**config.mk**
```make
export PLATFORM = sky130hd
export DESIGN_NAME = rbmm_front
export DESIGN_NICKNAME = d
export VERILOG_FILES = /design/src/rtl/rbmm_pkg.sv /design/src/rtl/rbmm_front.sv
export SDC_FILE = /design/constraint.sdc
export NUM_CORES = 1
export LEC_CHECK = 0
export ABC_AREA = 1
export BUFFER_PORTS_ARGS = -buffer_cell sky130_fd_sc_hd__buf_2
export CELL_PAD_IN_SITES_DETAIL_PLACEMENT = 1
export CELL_PAD_IN_SITES_GLOBAL_PLACEMENT = 1
export CORE_MARGIN = 2
export CORE_UTILIZATION = 46
export DETAILED_ROUTE_END_ITERATION = 12
export GPL_TIMING_DRIVEN = 0
export PLACE_DENSITY = 0.86
export SYNTH_ARGS = -nofsm -noshare
export SYNTH_HDL_FRONTEND = slang
export SYNTH_SLANG_ARGS = --single-unit
export TNS_END_PERCENT = 30
```
**constraint.sdc**
```tcl
create_clock -name i_clk -period 2.95 [get_ports i_clk]
set_input_delay 0.885 -clock i_clk [delete_from_list [all_inputs] [get_ports i_clk]]
set_output_delay 0.885 -clock i_clk [all_outputs]
set_load 0.02 [all_outputs]
```
**src/rtl/rbmm_pkg.sv**
```systemverilog
// shared constants, codes and types of the row block matrix multiply
package rbmm_pkg;

    localparam int MAT_SIZE    = 16;
    localparam int IDX_W       = $clog2(MAT_SIZE);
    localparam int ADDR_W      = 2 * IDX_W;
    localparam int STORE_DEPTH = MAT_SIZE * MAT_SIZE;
    localparam int ELEM_W      = 16;
    localparam int PROD_W      = 2 * ELEM_W;
    localparam int SUM_W       = 40;
    localparam int RIU_W       = IDX_W + 1;
    localparam logic [RIU_W-1:0] RIU_RESET = RIU_W'(MAT_SIZE);

    localparam int QUEUE_DEPTH = 4;
    localparam int QPTR_W      = $clog2(QUEUE_DEPTH);
    localparam int OUT_DEPTH   = 4;
    localparam int OPTR_W      = $clog2(OUT_DEPTH);

    // stream data padded to whole bytes
    localparam int IN_DATA_W  = ((2 * IDX_W + ELEM_W + 7) / 8) * 8;
    localparam int OUT_DATA_W = ((2 * IDX_W + SUM_W + 7) / 8) * 8;

    localparam logic [1:0] KIND_LOAD_A  = 2'd0;
    localparam logic [1:0] KIND_LOAD_B  = 2'd1;
    localparam logic [1:0] KIND_COMPUTE = 2'd2;

    typedef enum logic [1:0] {
        OP_LOAD_A  = 2'd0,
        OP_LOAD_B  = 2'd1,
        OP_COMPUTE = 2'd2,
        OP_REJECT  = 2'd3
    } t_op;

    typedef struct packed {
        t_op                op;
        logic [IDX_W-1:0]   row;
        logic [IDX_W-1:0]   col;
        logic [ELEM_W-1:0]  value;
    } t_cmd;

    typedef struct packed {
        logic [IDX_W-1:0]        row;
        logic [IDX_W-1:0]        col;
        logic signed [SUM_W-1:0] sum;
        logic                    last;
        logic                    rejected;
    } t_result;

endpackage

```
**src/rtl/rbmm_front.sv**
```systemverilog
// input side: config register, beat classification and command queue
module rbmm_front (
    input  logic                         i_clk,
    input  logic                         i_rst_n,
    input  logic                         s_axis_tvalid,
    output logic                         s_axis_tready,
    input  logic [rbmm_pkg::IN_DATA_W-1:0] s_axis_tdata,   // row, col, value
    input  logic [1:0]                   s_axis_tuser,   // kind
    input  logic                         i_cfg_we,
    input  logic [rbmm_pkg::RIU_W-1:0]   i_cfg_wdata,
    output rbmm_pkg::t_cmd               o_cmd,
    output logic                         o_cmd_valid,
    input  logic                         i_cmd_pop
);

    rbmm_pkg::t_cmd                   r_q [rbmm_pkg::QUEUE_DEPTH];
    logic [rbmm_pkg::QPTR_W-1:0]      r_wr_ptr;
    logic [rbmm_pkg::QPTR_W-1:0]      r_rd_ptr;
    logic [rbmm_pkg::QPTR_W:0]        r_count;
    logic [rbmm_pkg::RIU_W-1:0]       r_rows_in_use;

    logic                             accept;
    logic                             keep;
    rbmm_pkg::t_cmd                   n_entry;
    logic [rbmm_pkg::IDX_W-1:0]       in_row;

    assign s_axis_tready = (r_count != (rbmm_pkg::QPTR_W + 1)'(rbmm_pkg::QUEUE_DEPTH));
    assign accept        = s_axis_tvalid && s_axis_tready;
    assign in_row        = s_axis_tdata[rbmm_pkg::IDX_W-1:0];

    always_comb begin
        n_entry.row   = in_row;
        n_entry.col   = s_axis_tdata[2*rbmm_pkg::IDX_W-1:rbmm_pkg::IDX_W];
        n_entry.value = s_axis_tdata[2*rbmm_pkg::IDX_W+rbmm_pkg::ELEM_W-1:2*rbmm_pkg::IDX_W];
        n_entry.op    = rbmm_pkg::OP_LOAD_A;
        keep          = 1'b1;
        case (s_axis_tuser)
            rbmm_pkg::KIND_LOAD_A: begin
                n_entry.op = rbmm_pkg::OP_LOAD_A;
            end
            rbmm_pkg::KIND_LOAD_B: begin
                n_entry.op = rbmm_pkg::OP_LOAD_B;
            end
            rbmm_pkg::KIND_COMPUTE: begin
                // rows at or past rows_in_use get a single reject result
                if ({1'b0, in_row} >= r_rows_in_use) begin
                    n_entry.op = rbmm_pkg::OP_REJECT;
                end else begin
                    n_entry.op = rbmm_pkg::OP_COMPUTE;
                end
            end
            default: begin
                keep = 1'b0;
            end
        endcase
    end

    always_ff @(posedge i_clk) begin
        if (!i_rst_n) begin
            r_rows_in_use <= rbmm_pkg::RIU_RESET;
        end else if (i_cfg_we) begin
            r_rows_in_use <= i_cfg_wdata;
        end
    end

    always_ff @(posedge i_clk) begin
        if (accept && keep) begin
            r_q[r_wr_ptr] <= n_entry;
        end
    end

    always_ff @(posedge i_clk) begin
        if (!i_rst_n) begin
            r_wr_ptr <= '0;
            r_rd_ptr <= '0;
            r_count  <= '0;
        end else begin
            if (accept && keep) begin
                r_wr_ptr <= r_wr_ptr + 1'b1;
            end
            if (i_cmd_pop) begin
                r_rd_ptr <= r_rd_ptr + 1'b1;
            end
            r_count <= r_count + {{rbmm_pkg::QPTR_W{1'b0}}, (accept && keep)}
                               - {{rbmm_pkg::QPTR_W{1'b0}}, i_cmd_pop};
        end
    end

    assign o_cmd_valid = (r_count != '0);
    assign o_cmd       = r_q[r_rd_ptr];

endmodule

```
==> impl_results.md, run 1 <==
* Clock Tree Root: clkbuf_8
* Netlist Area Pre-Place at 0.00464 mm^2
* Wirelength per Cell at 20.7 um
* Status: complete, no violations
* Yosys top cell area share at between 60% and 70%
* Residual DRC at 0
* Sequential cell area fraction in the yosys report at between 70% and 80%
* Nets at between 400 and 500
* Slowest CP cell: dfxtp_1
* Initial core utilization at approximately 48%
* Num CTS Buffers at 17
* Skew-Pair Late Insertion Delay at around 0.5 ns
* Busiest grt layer: met2
* 1st-iter DRT viols at 205
* Power density over the cells at approximately 820 mW/mm^2
* Placed insts at roughly 550
* Hold WS at about 0.46 ns
* # H-tree levels at 4
* Crit-path max FO at 10
* Hold Path Class: flop to flop
* Synth warnings at 0
* Largest net degree at the start of global routing at 27
* Largest area contributor in the netlist: edfxtp_1
* MaxCap Viol Count at 0
* Post-CTS setup buffers at 0
* DRT Pass-1 Iters at 4
* Clock slew at reported path FFs at roughly 0.060 ns
* Input/output buffers at 63
* Syn Area/Cell at roughly 13 um^2
* Max-slew violation count at 0
* Startpoint types: flop
* Routability cong. at around 0.74
* Final Skew at approximately 0.009 ns
* Proportion of layout cells with a drive suffix above 1 at about a quarter
* Count of cell types in the netlist at 21
* Final Power at 4.74 mW
* Most frequent CP cell: buf_2
* Commonest non-fill, non-tap cell in the layout: edfxtp_1
* Commonest non-fill, non-tap cells in the layout: 104 x edfxtp_1, 75 x buf_2, 60 x nor2_1, 44 x o21ai_1, 28 x inv_1
* M1 GR Usage at a little over a quarter
* Tmin final at ~2.8 ns
* DP HPWL at between 7000 and 8000 um
* Hold buffers post-CTS at 0
* GRT Total Usage at a little under a quarter
* Met2 Use GR at 40.7%
* Unrepaired setup endpoints after global routing: false
* Vias at approximately 3100
* Crit Path Category: flop to output port
* CTS Sinks at around 120
* Clock buffer depth at 2
* Post-route setup slack at about 0.17 ns
* # rows at 36
* Detail Route Antenna Nets at 0
* Mapped Cells at about 350
* Syn_nets at between 400 and 500
* Leakage power at about 2.2 nW
* Met3 GRT Util at under 10%
* I/O pin count at 64
* Antenna violations before repair at 1
* FF-to-FF setup slack at just under 1 ns
* CTS tree: built
* Chip height at between 100 and 150 um
* Gr ovfl total at 0
* Final number of setup-violating endpoints at 0
* Crit end category: output port
* WP data required at between 2 and 2.5 ns
* DP Worst Slack at approximately 0.26 ns
* Max incr delay on CP at a little over 0.4 ns
* Post-cts resize count at 0
* Final wirelength at 12000 um
* Vias in the first global route at about 3500
* Core area at ~0.0098 mm^2
* Top post-synthesis cells by area: edfxtp_1 67%, dfxtp_1 6.0%, nor2_1 5.2%
* P&R area growth vs syn at 24.0%
* Finished Layout Cells at roughly 580
* Hold Vio Cnt, Final at 0
* Fmax at approximately 360 MHz
* Die Wd at between 100 and 150 um
* Crit path max-delay family: buffers and inverters
* Setup TNS at 0 ns
* Final cycle utilization of the critical path at 94.3%
* Fill cell count at roughly 1000
* CP cell instances: inv_2 > buf_2 > o21ai_1 > o22ai_1 > buf_2
* Synth Register Bits at 118
* Worst-Margin Slew at just over 0.9 ns
* WP data arrival at approximately 1.9 ns
* Slew HR at 38.8%
* Worst path bufs/invs at 3
* Die area at roughly 0.011 mm^2
* First-pass GRT wire length at between 15000 and 20000 um
* VDD IR max at 0.459 mV
* Vias/cell at roughly 5.4
==> final cells by class <==
type / instances / area [um^2] / share of cell area, %
Tap cell: 133 / 166 / 2.89
Sequential cell: 118 / 3400 / 59.1
Clock inverter: 12 / 161 / 2.80
Clock buffer: 18 / 418 / 7.26
Timing Repair Buffer: 64 / 343 / 5.95
Multi-Input combinational cell: 190 / 1060 / 18.3
Antenna cell: 1 / 2.50 / 0.0434
Inverter: 30 / 115 / 2.00
Buffer: 16 / 93.8 / 1.63
==> stage by stage <==
| stage | instance area (um^2) | utilization [%] |
|---|---|---|
| final | 5760 | 58.9 |
| after CTS | 5760 | 58.9 |
| after global routing | 5760 | 58.9 |
| after global placement | 5120 | 52.4 |
| after floorplan | 4640 | - |
| after detailed placement | 5180 | 53.0 |
==> flip-flops by register name, indices dropped and copies added, names as in the netlist, named ones only <==
register and cells:
r_q 104, r_wr_ptr 2, r_rd_ptr 2, r_rows_in_use 5, r_count 3
==> cells by family (layout without fill, tap and decap cells) <==
family	count (synthesis)	after routing	share of synthesized area (%)
buf+inv	46	140	4.50
flops	118	118	73.3
simple gates	77	77	6.71
xor+xnor	1	1	0.189
other cells	0	1	0
fa+ha+maj	14	14	3.93
compound gates	98	98	11.4
==> worst paths after layout <==
path | endpoint | cells after the start | start
worst max-delay path | o_cmd[23] | 5 | flop
worst min-delay path | r_rows_in_use[1]$_SDFFE_PN0P_ | 2 | r_rows_in_use[1]$_SDFFE_PN0P_
worst max register to register | r_count[2]$_SDFF_PN0_ | 10 | r_count[1]$_SDFF_PN0_
worst min register to register | r_rows_in_use[1]$_SDFFE_PN0P_ | 2 | r_rows_in_use[1]$_SDFFE_PN0P_
==> Yosys cell counts <==
master      n
ha_1       13
buf_6       1
buf_2      12
nand3b_4    1
a21oi_1     9
inv_1      28
nand3_2     1
nand2_1    11
o21ai_0    17
o21ai_1    44
inv_2       1
dfxtp_1    14
buf_4       3
inv_4       1
nor2_1     64
edfxtp_1  104
o211ai_1    1
xor2_1      1
fa_1        1
o22ai_1    26
a21boi_0    1
==> worst reg2reg max path: cells and delay by family (launching register included) <==
kind            cells  cell delay, ns
simple gates        2            0.27
compound gates      2            0.19
fa+ha+maj           3            0.87
buf+inv             3            0.21
flops               1            0.37
==> where the power goes <==
part | switching [mW] | internal (mW) | total (mW)
logic | 0.453 | 0.200 | 0.653
clock network | 0.703 | 1.35 | 2.05
registers | 0.0566 | 1.98 | 2.03
total | 1.21 | 3.52 | 4.74
==> metal layers <==
metal | routed length, um | part of all wire (%) | vias up
met1 | 4820 | 40 | 1564
li1 | - | - | 1445
met5 | 0 | 0 | -
met4 | 149 | 1.2 | 0
met2 | 6420 | 53 | 110
met3 | 638 | 5.3 | 15
Note: power is estimated with default switching activity, not from simulation.
==> run 2, diff against run 1 <==
--- a/config.mk
+++ b/config.mk
@@ -5,15 +5,16 @@
 export SDC_FILE = /design/constraint.sdc
 export NUM_CORES = 1
 export LEC_CHECK = 0
-export ABC_AREA = 1
 export BUFFER_PORTS_ARGS = -buffer_cell sky130_fd_sc_hd__buf_2
 export CELL_PAD_IN_SITES_DETAIL_PLACEMENT = 1
 export CELL_PAD_IN_SITES_GLOBAL_PLACEMENT = 1
 export CORE_MARGIN = 2
-export CORE_UTILIZATION = 46
+export CORE_UTILIZATION = 49
+export CTS_CLUSTER_SIZE = 25
 export DETAILED_ROUTE_END_ITERATION = 12
 export GPL_TIMING_DRIVEN = 0
-export PLACE_DENSITY = 0.86
+export PLACE_DENSITY = 0.87
+export SETUP_SLACK_MARGIN = 0.15
 export SYNTH_ARGS = -nofsm -noshare
 export SYNTH_HDL_FRONTEND = slang
 export SYNTH_SLANG_ARGS = --single-unit
==> impl_results.md, run 2 <==
* Gr ovfl total at 0 (unchanged)
* Most frequent cell after synthesis: edfxtp_1
* Routability cong. at 0.759 (+2.2%)
* Tmin final at 2.72 ns (-0.0593 ns)
* WP data required at 2.07 ns (about the same)
* Top Registers: r_q: 104 flops, r_rows_in_use: 5 flops, r_count: 3 flops
* VDD IR max at 0.405 mV (-12%)
* Count of cell types in the netlist at 28 (+33%)
* MaxCap Viol Count at 0 (unchanged)
* Vias in the first global route at 2505 (-28%)
* Startpoint types: flop
* Max-slew violation count at 0 (unchanged)
* Crit Path Category: flop to output port
* Mapped Cells at 221 (-38%)
* # H-tree levels at 4 (unchanged)
* Residual DRC at 0 (unchanged)
* P&R area growth vs syn at 24.2%
* Input/output buffers at 62 (-1.6%)
* Wirelength per Cell at 21.0 um (+1.5%)
* Setup TNS at 0 ns (unchanged)
* I/O pin count at 64 (unchanged)
* DR WL met2 at 4660 um (-27%)
* Fmax at 367 MHz (+2.2%)
* Status: complete, no violations
* CTS tree: built
* # diodes at 0 (-1)
* Max FFs per register at 104 (unchanged)
* Top post-synthesis cells by area: edfxtp_1 69%, mux4_2 13%, dfxtp_1 6.1%
* Leakage power at 2.05 nW (-6.8%)
* First-pass GRT wire length at 14000 um (-25%)
* Num CTS Buffers at 17 (unchanged)
* # rows at 35 (-2.8%)
* Commonest cells post-synth: 104 x edfxtp_1, 26 x mux4_2, 14 x dfxtp_1
* 1st-iter DRT viols at 80 (-61%)
* Clock buffer depth at 2 (unchanged)
* Chip height at 100 um (-3.8%)
* Vias/cell at 5.26 (-2.3%)
* Worst-Margin Slew at 0.723 ns (-0.193 ns)
* Hold buffers post-CTS at 0 (unchanged)
* Slew HR at 51.8% (+13 points)
* Initial core utilization at 49.8% (+2.3 points)
* Netlist Area Pre-Place at 0.00456 mm^2 (-1.8%)
* Crit end category: output port
* Syn Area/Cell at 20.6 um^2 (+57%)
* Met3 wire len at 390 um (-39%)
* Syn_nets at 271 (-33%)
* Multi-input gate area at 0.00106 mm^2 (+0.47%)
* Die Wd at 100 um (-3.8%)
* Reg with most FFs: r_q
* Crit-path max FO at 10 (unchanged)
* Commonest non-fill, non-tap cells in the layout: 104 x edfxtp_1, 63 x buf_2, 26 x mux4_2, 16 x clkbuf_16, 14 x dfxtp_1
* DP Worst Slack at -0.137 ns (-0.398 ns)
* Register area at 0.00340 mm^2 (unchanged)
* Largest net degree at the start of global routing at 27 (unchanged)
* Proportion of layout cells with a drive suffix above 1 at 42.3% (+17 points)
* Fill cell count at 785 (-23%)
* Commonest non-fill, non-tap cell in the layout: edfxtp_1
* DRT Pass-1 Iters at 4 (unchanged)
* Final wirelength at 8980 um (-25%)
* Hold Path Class: flop to flop
* Post-route setup slack at 0.228 ns (+0.0593 ns)
* Power density over the cells at 819 mW/mm^2 (-0.38%)
* Final cycle utilization of the critical path at 92.3% (-2.0 points)
* Final Skew at 0.0152 ns (+0.00613 ns)
* DP HPWL at 5520 um (-21%)
* Final number of setup-violating endpoints at 0 (unchanged)
* Post-synth EDFFs at 104 (unchanged)
* Nets at 354 (-27%)
* Synth Register Bits at 118 (unchanged)
* WP data arrival at 1.84 ns (-0.06 ns)
* Unrepaired setup endpoints after global routing: true
* Clock slew at reported path FFs at 0.06 ns (about the same)
* GRT Total Usage at 19.7% (-3.5 points)
* Hold Vio Cnt, Final at 0 (unchanged)
* Yosys top cell area share at 68.5% (+1.3 points)
* Primary FF master, synth: edfxtp_1
* Clock Tree Root: clkbuf_8
* Core area at 0.00915 mm^2 (-6.4%)
* Hold WS at 0.494 ns (+0.0338 ns)
* Skew-Pair Late Insertion Delay at 0.51 ns (about the same)
* Detail Route Antenna Nets at 0 (unchanged)
* CTS Sinks at 118 (unchanged)
* Vias at 2252 (-28%)
* Highest routed layer: met4
* Synth warnings at 0 (unchanged)
* Antenna violations before repair at 0 (-1)
* Routed met1 length at 3830 um (-21%)
* Sequential cell area fraction in the yosys report at 74.7% (+1.4 points)
* Die area at 0.0101 mm^2 (-7.5%)
* Async SR Flop Fraction at 0% (unchanged)
* Largest area contributor in the netlist: edfxtp_1
* Final Util at 61.9% (+2.9 points)
## run 2: changes by cell type after synthesis, moves of 11 or more
cell     change
nor2_1      -64
o21ai_1     -44
mux4_2      +26
o22ai_1     -26
inv_1       -16
o21ai_0     -16
buf_2       -11
## run 2: repair_timing
action	CTS	global route
setup endpoints to repair	20	5
resized for setup	12	2
setup buffers	2	0
## run 2: final cells by class
cell class / instances / area share (%)
timing repair buffer: 64 / 5.75
clock buffer: 17 / 7.31
inverter: 12 / 0.796
sequential: 118 / 60.1
multi-input combinational: 82 / 18.7
clock inverter: 15 / 3.18
tap: 111 / 2.45
buffer: 9 / 1.66
## run 2: per-layer routing
layer	vias up	track usage, %
met5	-	0
met1	1142	23.5
met4	0	8.22
li1	1037	-
met2	63	33.2
met3	10	6.31
## run 2: where the power goes
part           internal (mW)  leakage, nW  total (mW)  switching, mW
clock network           1.29        0.273        2.04          0.749
registers               1.96         1.07        2.00         0.0436
logic                  0.262        0.715       0.603          0.341
## run 2: logic make-up after synthesis
kind of cell	count (synthesis)	share of synthesized area, %
and+or+nand+nor	27	3.54
muxes	33	14.4
AOI/OAI and AO/OA	4	0.521
xor gates and xnor gates	4	0.769
DFF	118	74.7
adders and majority gates	14	4.01
buffers and inverters	21	2.11
## run 2: path summary, 6_finish.rpt
kind / cells past startpoint / slack [ns] / endpoint / start
max: 4 / 0.23 / o_cmd[19] / flop
min: 2 / 0.49 / r_rows_in_use[4]$_SDFFE_PN1P_ / r_rows_in_use[4]$_SDFFE_PN1P_
min reg2reg: 2 / 0.49 / r_rows_in_use[4]$_SDFFE_PN1P_ / r_rows_in_use[4]$_SDFFE_PN1P_
max reg2reg: 11 / 0.61 / r_count[2]$_SDFF_PN0_ / r_count[2]$_SDFF_PN0_
## run 2: critical path, cell delays in order (launching register included)
cell     delay (ns)
dfxtp_1        0.33
buf_6          0.13
buf_12         0.15
mux4_2         0.53
buf_2          0.18
## run 2: metrics by stage
stage	cell area [um^2]	total power, mW	instances
2_1_floorplan	4560	2.42	221
3_3_place_gp	5010	2.59	394
3_5_place_dp	5010	2.62	394
4_1_cts	5660	4.70	428
5_1_grt	5660	4.80	428
6_report	5660	4.64	428
